--- src/dq_pkg.sv ---
// shared types and constants of the double-ended queue
package dq_pkg;

  localparam int OP_W     = 3;
  localparam int VALUE_W  = 32;
  localparam int STATUS_W = 2;
  localparam int BUF_DEPTH = 4;
  localparam int BUF_PTR_W = 2;
  localparam int BUF_CNT_W = 3;

  typedef enum logic [OP_W-1:0] {
    OP_PUSH_FRONT = 3'd0,
    OP_PUSH_BACK  = 3'd1,
    OP_POP_FRONT  = 3'd2,
    OP_POP_BACK   = 3'd3,
    OP_READ_FRONT = 3'd4,
    OP_READ_BACK  = 3'd5
  } op_t;

  typedef enum logic [STATUS_W-1:0] {
    STAT_OK    = 2'd0,
    STAT_UNDER = 2'd1,
    STAT_OVER  = 2'd2
  } status_t;

  typedef struct packed {
    logic signed [VALUE_W-1:0] value;
    status_t                   status;
    logic                      last;
  } result_t;

endpackage

--- src/dq_if.sv ---
// request and response channel interfaces of the double-ended queue
interface dq_req_if;
  import dq_pkg::*;
  logic                      valid;
  logic                      ready;
  logic [OP_W-1:0]           operation;
  logic signed [VALUE_W-1:0] value;

  modport source (output valid, operation, value, input ready);
  modport sink (input valid, operation, value, output ready);
endinterface

interface dq_rsp_if;
  import dq_pkg::*;
  logic                      valid;
  logic                      ready;
  logic signed [VALUE_W-1:0] result_value;
  logic [STATUS_W-1:0]       status;
  logic                      last;

  modport source (output valid, result_value, status, last, input ready);
  modport sink (input valid, result_value, status, last, output ready);
endinterface

--- src/dq_out_buf.sv ---
// four-word result buffer in front of the response channel
module dq_out_buf (
  input  logic                           clk,
  input  logic                           rst,
  input  logic                           wr_en,
  input  dq_pkg::result_t                wr_data,
  output logic [dq_pkg::BUF_CNT_W-1:0]   count,
  dq_rsp_if.source                       rsp
);
  import dq_pkg::*;

  result_t              entries [BUF_DEPTH];
  logic [BUF_PTR_W-1:0] head;
  logic [BUF_PTR_W-1:0] tail;
  logic                 pop;

  assign pop              = rsp.valid && rsp.ready;
  assign rsp.valid        = (count != '0);
  assign rsp.result_value = entries[head].value;
  assign rsp.status       = entries[head].status;
  assign rsp.last         = entries[head].last;

  always_ff @(posedge clk) begin
    if (wr_en) begin
      entries[tail] <= wr_data;
    end
  end

  always_ff @(posedge clk) begin
    if (rst) begin
      head  <= '0;
      tail  <= '0;
      count <= '0;
    end else begin
      if (wr_en) begin
        tail <= tail + 1'b1;
      end
      if (pop) begin
        head <= head + 1'b1;
      end
      count <= count + BUF_CNT_W'(wr_en) - BUF_CNT_W'(pop);
    end
  end

`ifndef SYNTHESIS
  a_count_max: assert property (@(posedge clk) disable iff (rst)
    count <= BUF_CNT_W'(BUF_DEPTH))
    else $error("result buffer count out of range");

  a_no_overrun: assert property (@(posedge clk) disable iff (rst)
    wr_en |-> (count < BUF_CNT_W'(BUF_DEPTH)))
    else $error("word written into a full result buffer");

  a_pop_only: assert property (@(posedge clk) disable iff (rst)
    (pop && !wr_en) |=> (count == $past(count) - 1'b1))
    else $error("result buffer count did not drop on pop");
`endif

endmodule

--- src/double_ended_queue_top.sv ---
// double-ended queue of signed words in a ring memory, top level
// Usage:
//   req carries one operation per word: push front/back, pop front/back, or
//   read out every entry front-first or back-first; rsp returns results.
//   A push or pop gives one result word; a read-out gives one per stored
//   entry with last set on the final one; an empty pop or read-out gives an
//   underflow word, a push into a full queue an overflow word.
//   Pushes and pops are taken one per cycle while req.ready is high; each
//   result is registered in the memory read and pending registers, then
//   in the result buffer, before it appears on rsp.
//   A read-out holds off req until all N stored entries are read: one read
//   of the ring memory per cycle while the buffer has room, set by the single read port.
//   Results queue in a four-word buffer; req.ready drops during a read-out
//   and when that buffer could overflow, so a stalled rsp stalls req after
//   a few words and never loses or repeats a word.
//   Reset empties the queue and the buffer; no clearing pass is needed and
//   req is ready as soon as reset is released.
module double_ended_queue_top #(
  parameter int DEPTH      = 16,
  parameter int DATA_WIDTH = 32
) (
  input logic      clk,
  input logic      rst,
  dq_req_if.sink   req,
  dq_rsp_if.source rsp
);
  import dq_pkg::*;

  localparam int IDX_W = $clog2(DEPTH);
  localparam int CNT_W = $clog2(DEPTH + 1);

  typedef enum logic [1:0] {
    ST_IDLE = 2'b01,
    ST_READ = 2'b10
  } state_t;

  logic [DATA_WIDTH-1:0] mem [DEPTH];

  state_t           state, state_next;
  logic [IDX_W-1:0] front, front_next;
  logic [CNT_W-1:0] count, count_next;
  logic [IDX_W-1:0] rd_idx, rd_idx_next;
  logic             rd_back, rd_back_next;

  logic                  pend;
  logic                  pend_mem;
  status_t               pend_status;
  logic                  pend_last;
  logic [DATA_WIDTH-1:0] rd_data;

  logic                  iss, iss_mem, iss_last;
  status_t               iss_status;
  logic                  re, we;
  logic [IDX_W-1:0]      wr_addr;
  logic [IDX_W-1:0]      off;
  logic [IDX_W:0]        ring_sum;
  logic [IDX_W-1:0]      ring_addr;
  logic [IDX_W-1:0]      front_dec, front_inc, cnt_low, cnt_last;
  logic [63:0]           wr_wide, rd_wide;
  logic [DATA_WIDTH-1:0] wr_data;
  logic                  full, empty, credit, acc, rd_final;
  op_t                   op;
  logic [BUF_CNT_W-1:0]  buf_count;
  result_t               buf_data;

  assign op        = op_t'(req.operation);
  assign full      = (count == CNT_W'(DEPTH));
  assign empty     = (count == '0);
  assign credit    = (buf_count + BUF_CNT_W'(pend)) < BUF_CNT_W'(BUF_DEPTH);
  assign req.ready = (state == ST_IDLE) && credit;
  assign acc       = req.valid && req.ready;

  assign cnt_low   = count[IDX_W-1:0];
  assign cnt_last  = IDX_W'(count - 1'b1);
  assign front_dec = (front == '0) ? IDX_W'(DEPTH - 1) : front - 1'b1;
  assign front_inc = (front == IDX_W'(DEPTH - 1)) ? '0 : front + 1'b1;
  assign rd_final  = (rd_idx == cnt_last);

  // ring offset from the front entry
  always_comb begin
    off = '0;
    if (state == ST_READ) begin
      off = rd_back ? cnt_last - rd_idx : rd_idx;
    end else begin
      case (op)
        OP_PUSH_BACK: off = cnt_low;
        OP_POP_BACK:  off = cnt_last;
        default:      off = '0;
      endcase
    end
  end

  assign ring_sum  = {1'b0, front} + {1'b0, off};
  assign ring_addr = (ring_sum >= (IDX_W + 1)'(DEPTH)) ?
                     IDX_W'(ring_sum - (IDX_W + 1)'(DEPTH)) : ring_sum[IDX_W-1:0];

  assign wr_wide = {32'b0, req.value};
  assign wr_data = wr_wide[DATA_WIDTH-1:0];

  always_comb begin
    state_next   = state;
    front_next   = front;
    count_next   = count;
    rd_idx_next  = rd_idx;
    rd_back_next = rd_back;
    iss          = 1'b0;
    iss_mem      = 1'b0;
    iss_status   = STAT_OK;
    iss_last     = 1'b1;
    re           = 1'b0;
    we           = 1'b0;
    wr_addr      = ring_addr;
    unique case (state)
      ST_IDLE: begin
        if (acc) begin
          unique case (op) inside
            OP_PUSH_FRONT, OP_PUSH_BACK: begin
              iss = 1'b1;
              if (full) begin
                iss_status = STAT_OVER;
              end else begin
                we         = 1'b1;
                count_next = count + 1'b1;
                if (op == OP_PUSH_FRONT) begin
                  wr_addr    = front_dec;
                  front_next = front_dec;
                end
              end
            end
            OP_POP_FRONT, OP_POP_BACK: begin
              iss = 1'b1;
              if (empty) begin
                iss_status = STAT_UNDER;
              end else begin
                re         = 1'b1;
                iss_mem    = 1'b1;
                count_next = count - 1'b1;
                if (op == OP_POP_FRONT) begin
                  front_next = front_inc;
                end
              end
            end
            OP_READ_FRONT, OP_READ_BACK: begin
              if (empty) begin
                iss        = 1'b1;
                iss_status = STAT_UNDER;
              end else begin
                state_next   = ST_READ;
                rd_idx_next  = '0;
                rd_back_next = (op == OP_READ_BACK);
              end
            end
            default: ;
          endcase
        end
      end
      ST_READ: begin
        if (credit) begin
          re          = 1'b1;
          iss         = 1'b1;
          iss_mem     = 1'b1;
          iss_last    = rd_final;
          rd_idx_next = rd_idx + 1'b1;
          if (rd_final) begin
            state_next = ST_IDLE;
          end
        end
      end
      default: state_next = ST_IDLE;
    endcase
  end

  always_ff @(posedge clk) begin
    if (we) begin
      mem[wr_addr] <= wr_data;
    end
    if (re) begin
      rd_data <= mem[ring_addr];
    end
  end

  always_ff @(posedge clk) begin
    pend_mem    <= iss_mem;
    pend_status <= iss_status;
    pend_last   <= iss_last;
    rd_idx      <= rd_idx_next;
    rd_back     <= rd_back_next;
  end

  always_ff @(posedge clk) begin
    if (rst) begin
      state <= ST_IDLE;
      front <= '0;
      count <= '0;
      pend  <= 1'b0;
    end else begin
      state <= state_next;
      front <= front_next;
      count <= count_next;
      pend  <= iss;
    end
  end

  assign rd_wide         = 64'(rd_data);
  assign buf_data.value  = pend_mem ? rd_wide[VALUE_W-1:0] : '0;
  assign buf_data.status = pend_status;
  assign buf_data.last   = pend_last;

  dq_out_buf u_out_buf (
    .clk     (clk),
    .rst     (rst),
    .wr_en   (pend),
    .wr_data (buf_data),
    .count   (buf_count),
    .rsp     (rsp)
  );

`ifndef SYNTHESIS
  a_count_bound: assert property (@(posedge clk) disable iff (rst)
    count <= CNT_W'(DEPTH))
    else $error("entry count above depth");

  a_read_blocks: assert property (@(posedge clk) disable iff (rst)
    (state == ST_READ) |-> !req.ready)
    else $error("request taken during read-out");

  a_full_no_write: assert property (@(posedge clk) disable iff (rst)
    (acc && full && (op == OP_PUSH_FRONT || op == OP_PUSH_BACK)) |=>
      (count == $past(count) && front == $past(front)))
    else $error("push into full queue changed state");

  a_one_port: assert property (@(posedge clk) disable iff (rst)
    !(re && we))
    else $error("memory read and write in one cycle");
`endif

endmodule

--- src/flat_wrapper.sv ---
// flat-port wrapper written by rule: the top's interface ports become plain ports
module double_ended_queue_top_flat import dq_pkg::*;
#(
  parameter int DEPTH      = 16,
  parameter int DATA_WIDTH = 32
)
  (clk, rst, req_valid, req_operation, req_value, req_ready, rsp_valid, rsp_result_value, rsp_status, rsp_last, rsp_ready);
  dq_req_if req_i ();
  dq_rsp_if rsp_i ();
  input logic clk;
  input logic rst;
  input wire logic [$bits(req_i.valid)-1:0] req_valid;
  input wire logic [$bits(req_i.operation)-1:0] req_operation;
  input wire logic [$bits(req_i.value)-1:0] req_value;
  output wire logic [$bits(req_i.ready)-1:0] req_ready;
  output wire logic [$bits(rsp_i.valid)-1:0] rsp_valid;
  output wire logic [$bits(rsp_i.result_value)-1:0] rsp_result_value;
  output wire logic [$bits(rsp_i.status)-1:0] rsp_status;
  output wire logic [$bits(rsp_i.last)-1:0] rsp_last;
  input wire logic [$bits(rsp_i.ready)-1:0] rsp_ready;
  assign req_i.valid = req_valid;
  assign req_i.operation = req_operation;
  assign req_i.value = req_value;
  assign req_ready = req_i.ready;
  assign rsp_valid = rsp_i.valid;
  assign rsp_result_value = rsp_i.result_value;
  assign rsp_status = rsp_i.status;
  assign rsp_last = rsp_i.last;
  assign rsp_i.ready = rsp_ready;
  double_ended_queue_top #(.DEPTH(DEPTH), .DATA_WIDTH(DATA_WIDTH)) u_core (.clk(clk), .rst(rst), .req(req_i), .rsp(rsp_i));
endmodule
--- config.mk ---
export PLATFORM = sky130hd
export DESIGN_NAME = double_ended_queue_top_flat
export DESIGN_NICKNAME = d
export VERILOG_FILES = /design/src/dq_pkg.sv /design/src/dq_if.sv /design/src/dq_out_buf.sv /design/src/double_ended_queue_top.sv /design/src/flat_wrapper.sv
export SDC_FILE = /design/constraint.sdc
export NUM_CORES = 1
export LEC_CHECK = 0
export BUFFER_PORTS_ARGS = -buffer_cell sky130_fd_sc_hd__clkbuf_2
export CELL_PAD_IN_SITES_DETAIL_PLACEMENT = 0
export CELL_PAD_IN_SITES_GLOBAL_PLACEMENT = 1
export CORE_ASPECT_RATIO = 1.25
export CORE_MARGIN = 5
export CORE_UTILIZATION = 51
export DETAILED_ROUTE_END_ITERATION = 7
export GPL_TIMING_DRIVEN = 0
export PLACE_DENSITY_LB_ADDON = 0.15
export SYNTH_ARGS = -nofsm -noshare
export SYNTH_HDL_FRONTEND = slang
export SYNTH_SLANG_ARGS = --single-unit
--- constraint.sdc ---
create_clock -name clk -period 6.5 [get_ports clk]
set_input_delay 0 -clock clk [delete_from_list [all_inputs] [get_ports clk]]
set_output_delay 0 -clock clk [all_outputs]
set_load 0.005 [all_outputs]
Word level (Yosys, flattened, before mapping)
Memories as Yosys holds them, arrays and structs flattened. A register that Yosys moved wholly into a read port is not among the register bits.
Cells that the tools add are included.
{"block": "word_totals", "ff_bits": 28, "ramBits": 652, "input_bits": 39, "out_inout_bits": 37, "elab_cells": 122, "n_memories": 2}
{"name": "u_core.mem", "depth": 16, "width": 32, "read_ports": 1, "rd_ports_with_merged_regs": 1, "wr": 1, "line_no": "double_ended_queue_top.sv:37", "rtl": "logic [DATA_WIDTH-1:0] mem [DEPTH];"}
{"name": "u_core.u_out_buf.entries", "depth": 4, "width": 35, "read_ports": 1, "rd_ports_with_merged_regs": 1, "wr": 1, "line_no": "dq_out_buf.sv:12", "rtl": "result_t entries [BUF_DEPTH];"}
{"block": "op_classes", "addsub": 12, "magnitude_cmp": 2, "n_eq_ne": 19, "n_mux": 53, "bitwise": 1, "reduce_logical": 21}
{"cell": "2-to-1 mux 4 bit", "n": 18}
{"cell": "2-to-1 mux 32 bit", "n": 1}
{"cell": "one-hot mux 4 bit (2 select lines)", "n": 3}
{"cell": "2-to-1 mux 2 bit", "n": 8}
{"cell": "2-to-1 mux 1 bit", "n": 15}
{"cell": "AND reduction 5 bit", "n": 3}
{"cell": "2-to-1 mux 5 bit", "n": 2}
{"cell": "inequality test 2 x 1 -> 1 bit (second input constant)", "n": 5}
{"cell": "one-hot mux 5 bit (2 select lines)", "n": 1}
{"cell": "adder 4 x 1 -> 4 bit (second input constant)", "n": 2}
{"cell": "inequality test 2 bit (second input constant)", "n": 4}
{"cell": "one-hot mux 2 bit (2 select lines)", "n": 2}
{"cell": "OR reduction 4 bit", "n": 2}
{"cell": "subtractor 4 x 1 -> 4 bit (second input constant)", "n": 2}
{"cell": "AND reduction 7 bit", "n": 1}
{"cell": "== test 3 x 2 -> 1 bit (second input constant)", "n": 2}
{"cell": "== test 3 bit (second input constant)", "n": 2}
{"cell": "one-hot mux 1 bit (2 select lines)", "n": 3}
{"cell": "OR reduction 2 bit", "n": 3}
{"cell": "adder 4 x 4 -> 5 bit", "n": 1}
{"cell": "adder 5 x 1 -> 5 bit (second input constant)", "n": 1}
{"cell": "== test 5 bit (second input constant)", "n": 1}
{"cell": ">= comparator 5 bit (second input constant)", "n": 1}
{"cell": "logical NOT 5 bit", "n": 1}
{"cell": "19 further kinds", "n": 24}

Logic depth before layout (Yosys ltp)
{"block": "logic_depth", "ltp_word": 12, "mapped_depth": 18, "depth_no_buf": 15}

Hierarchy
Synthesis repeated with hierarchy kept, for this count alone.
{"block": "hier_totals", "hier_cells": 1331, "hier_area_um2": 28238.3}
{"module": "double_ended_queue_top", "n_inst": 1, "cells_per_inst": 1103, "area_each_um2": 22665.5, "seq_area_each_um2": 16806.1}
{"module": "dq_out_buf", "n_inst": 1, "cells_per_inst": 228, "area_each_um2": 5572.8, "seq_area_each_um2": 4384.2}

Worst setup path after synthesis
Ideal clock, no wire load.
{"block": "synth_timing", "path_type": "flip-flop to flip-flop", "start": "reg u_core.count[0]", "end": "mem u_core.mem[0][0], enable pin", "setup_ps": 432, "arrival_time_ps": 4627, "t_required_ps": 6068, "setup_slack_ps": 1442, "path_stages_with_launch": 15, "path_buffers": 2, "synth_period_minus_slack_ps": 5058, "cell_sequence": "dfxtp_1 -> buf_6 -> inv_1 -> ha_1 -> fa_1 -> mux2i_1 -> nand2_1 -> o21ai_0 -> inv_1 -> fa_1 -> xor2_1 -> clkbuf_1 -> o41ai_1 -> o21bai_1 -> a21oi_1"}
{"block": "synth_via", "elab_chain_cells": 12, "word_cells_on_any_way": 21, "cone_classes": "4 x add/sub; 1 x order compare; 1 x eq/ne; 15 x mux"}
{"item": "start: declaration", "line_no": "double_ended_queue_top.sv:41", "rtl": "logic [CNT_W-1:0] count, count_next;"}
{"item": "start signal: assignment", "line_no": "double_ended_queue_top.sv:199", "rtl": "count <= count_next;"}
{"item": "subtractor 5 x 1 -> 5 bit", "line_no": "double_ended_queue_top.sv:74", "rtl": "assign cnt_last = IDX_W'(count - 1'b1);"}
{"item": "subtractor 4 bit", "line_no": "double_ended_queue_top.sv:83", "rtl": "off = rd_back ? cnt_last - rd_idx : rd_idx;"}
{"item": "2-to-1 mux 4 bit", "line_no": "double_ended_queue_top.sv:83"}
{"item": "2-to-1 mux 4 bit", "line_no": "double_ended_queue_top.sv:82", "rtl": "if (state == ST_READ) begin"}
{"item": "adder 4 x 4 -> 5 bit", "line_no": "double_ended_queue_top.sv:93", "rtl": "assign ring_sum = {1'b0, front} + {1'b0, off};"}
{"item": "subtractor 4 x 1 -> 4 bit / >= comparator 5 bit (equally long branches)", "line_no": "double_ended_queue_top.sv:95, double_ended_queue_top.sv:94"}
{"item": "2-to-1 mux 4 bit", "line_no": "double_ended_queue_top.sv:94", "rtl": "assign ring_addr = (ring_sum >= (IDX_W + 1)'(DEPTH)) ?"}
{"item": "2-to-1 mux 4 bit", "line_no": "double_ended_queue_top.sv:124", "rtl": "if (op == OP_PUSH_FRONT) begin"}
{"item": "2-to-1 mux 4 bit", "line_no": "double_ended_queue_top.sv:119", "rtl": "if (full) begin"}
{"item": "2-to-1 mux 4 bit", "line_no": "double_ended_queue_top.sv:116", "rtl": "unique case (op) inside"}
{"item": "2-to-1 mux 4 bit", "line_no": "double_ended_queue_top.sv:115", "rtl": "if (acc) begin"}
{"item": "2-to-1 mux 4 bit", "line_no": "double_ended_queue_top.sv:113", "rtl": "unique case (state)"}
{"item": "end: declaration", "line_no": "double_ended_queue_top.sv:37"}
Several ways; a longest one is shown, not always the timed one.

Worst setup path in the final report
{"block": "layout_timing", "start": "reg u_core.count[0]", "end": "mem u_core.mem[2][15], enable pin"}
Same word-level chain as after synthesis.

==> results.yml <==
synth:
  yosysUniqueCellTypes: 58
  syn_avg_cell_area_um2: 21.4
  ys_async_sr_fraction_pct: 0
  synth_fp_nets: 1368
  synth_flop_cell: "edfxtp_1"
  netlist_instances: 1305
  ys_warn_count: 0
  syn_area_um2: 27900
  synth_edf_count: 689
  ys_seq_area_share_pct: 75.9
  ys_seq_elements: 714
clock_network:
  clk_pin_slew_worst_paths_ns: 0.06
  cts_buffers: 69
  insertion_delay_ns: 0.59
  htreeDepth: 3
  root_buffer: "clkbuf_16"
  post_cts.repair.setup_buffers: 0
  clkSinkCount: 714
  clock_path_buffers: 3
  cts_tree: "yes"
  cts_resized: 0
critical_path:
  critPathRequiredTime_ns: 6.78
  r2r_setup_slack_ns: 1.07
  crit_chain: "buf_6 -> inv_1 -> ha_1 -> fa_1 -> mux2i_1 -> nand2_1 -> o21ai_0 -> inv_1 -> fa_1 -> xor2_1 -> clkbuf_1 -> o41ai_1 -> o21bai_1 -> a21oi_4 -> buf_12"
  cp_data_arrival_time_ns: 5.72
  endpoint_kind: "flop"
  cp_slowest_stage_delay_ns: 0.75
  critPathMaxFanout: 17
  crit_path_top_delay_cell: "a21oi_4"
  critPathLaunchType: "flop"
  worstSetupPathType: "reg -> reg"
global_routing:
  gr-usage-all-layers_pct: 19.6
  grt_max_degree: 34
  antenna_found_initial: 2
  grt-ovfl-total: 0
  grt_pass1_wl_um: 86400
  grt_pass1_vias: 13700
routing:
  dr.pass1.iters: 5
  wl_per_cell_um: 25.0
  drtIter0Drc: 1027
  drc: 0
  vias_per_cell: 5.70
  wl_um: 56900
  postRouteAntennaNets: 0
  vias: 13000
die:
  coreArea_um2: 54000
  die_area_um2: 59500
  num_rows: 95
  pin_count: 76
  die_y_um: 272
  start_util_pct: 51.7
  fp.dieW_um: 219
power:
  switching_share_pct: 25.3
  pwr-share-clk_pct: 33.1
  power.switching_mw: 2.80
  leakage_nw: 10.5
  comb_power_share_pct: 18.9
  pwr-share-seq_pct: 48.0
  vdd_drop_max_mv: 0.220
  p_int_mw: 8.27
  p_per_area_nw_per_um2: 344
timing:
  grt_setup_unrepaired: "false"
  max_freq_mhz: 184
  layout_setup_ws_ns: 1.07
  max_slew_margin_pct: 17.1
  setup-tns-final_ns: 0
  hold_violations: 0
  fin_skew_ns: 0.0150
  fin_crit_sh_pct: 83.6
  setup-violations-final: 0
  whs_ns: 0.113
  drv_slew: 0
  min_period_ns: 5.43
  worst_pin_slew_ns: 1.24
finish:
  antenna_cells: 0
  fin_cells: 2281
  fin_nets: 1570
  drive_gt1_share_pct: 24.4
  layout_common_cells: "edfxtp_1, mux4_2, mux2i_1, clkbuf_2, clkbuf_16"
  finish.utilization_pct: 59.6
  syn_to_final_growth_pct: 15.3
  layout_commonest_cell: "edfxtp_1"
placement:
  hpwlAfterDp_um: 36800
  io_buffers: 73
  place_inst: 2126
  gp_congestion: 0.778
  dpl_worst_slack_ns: 1.06
worst_hold_path:
  hp-class: "in -> reg"
flow_run:
  cap_violations: 0
run_status:
  status: "completed"
## through the flow
step                      instance area (um2)  power, mW
after floorplan                         27900       6.79
after global placement                  29200       7.47
after detailed placement                29800       7.53
after CTS                               32200       11.2
after global routing                    32200       11.6
final                                   32200       11.1
## per-layer routing
metal  vias to the layer above  wire [um]  global-route usage (%)
li1                       5762          -                       -
met1                      6833      23400                    26.8
met2                       331      29300                    33.0
met3                        77       3110                    3.61
met4                         4       1110                    5.32
met5                         -         21                       0
## critical path, delay by kind of cell (launching register included)
kind	cells	cell delay [ns]
compound gates	4	1.51
xor+xnor	1	0.52
fa+ha+maj	3	1.25
buf+inv	5	1.19
flops	1	0.39
mux	1	0.18
simple gates	1	0.07
## cell type report
class | instances | area, um2
plain buffers | 64 | 292
clock buffers | 85 | 1830
clock inverters | 33 | 200
fillers | 3979 | 21800
inverters | 20 | 75.1
multi-input cells | 507 | 6510
flip-flops and latches | 714 | 21200
well taps | 727 | 910
repair buffers | 131 | 1170
## final timing paths
check                                         to                  start  depth (start not counted)
setup / recovery               u_core.mem[2][15]        u_core.count[0]                         15
hold reg to reg   u_core.u_out_buf.entries[2][2]  u_core.pend_status[1]                          0
hold / removal                       u_core.pend       req_operation[2]                          5
setup reg to reg               u_core.mem[2][15]        u_core.count[0]                         15
## registers in the layout, indices dropped and copies added, names as in the netlist, 3 cells and up, named ones only
name,count
u_core.front,4
u_core.u_out_buf.entries,140
u_core.u_out_buf.count,3
u_core.count,5
u_core.mem,512
u_core.rd_idx,4
u_core.rd_data,32
## Yosys cell counts (2+ instances only)
cell type  count  share of area [%]
dfxtp_1       25                1.8
nand2_1       21               0.28
nor3_1         8               0.14
nand4_1        4              0.090
buf_6          5               0.20
nor2b_1        4              0.090
ha_1          22               0.99
o31ai_1        3              0.081
and3_1         3              0.067
inv_1         20               0.27
nor4_1         2              0.045
nand2b_1       2              0.045
clkbuf_1      40               0.54
buf_1         16               0.22
nor2_1        33               0.44
nand3_1       10               0.18
o21ai_0       15               0.27
and2_1        41               0.92
edfxtp_1     689                 74
mux4_2       163                 13
a21o_1         2              0.054
xnor2_1       14               0.44
fa_1           2               0.14
a211oi_1       3              0.081
a21oi_1       13               0.23
buf_2          2              0.036
xor2_1        10               0.31
o211ai_1       2              0.054
mux2i_1      102                3.7
## cells by family after synthesis
group           count (synthesis)  share of synthesized area, %
compound gates                 53                          1.28
xor+xnor                       25                         0.834
fa+ha+maj                      24                          1.13
buf+inv                        84                          1.31
flops                         714                          75.9
mux                           265                          16.8
simple gates                  140                          2.68
## what timing repair did
| item | in CTS | in global routing |
|---|---|---|
| hold buffers | 37 | 0 |
| setup endpoints to repair | 0 | 0 |
| endpoints found under the hold margin | 534 | 0 |
## power groups by stage
stage          logic, mW  registers (mW)  clock network (mW)
2_1_floorplan       1.39            5.40                   0
3_3_place_gp        2.05            5.42                   0
3_5_place_dp        2.12            5.41                   0
4_1_cts             2.14            5.32                3.76
5_1_grt             2.29            5.33                3.97
6_report            2.09            5.32                3.67
Power figures use the tool's default switching activity.
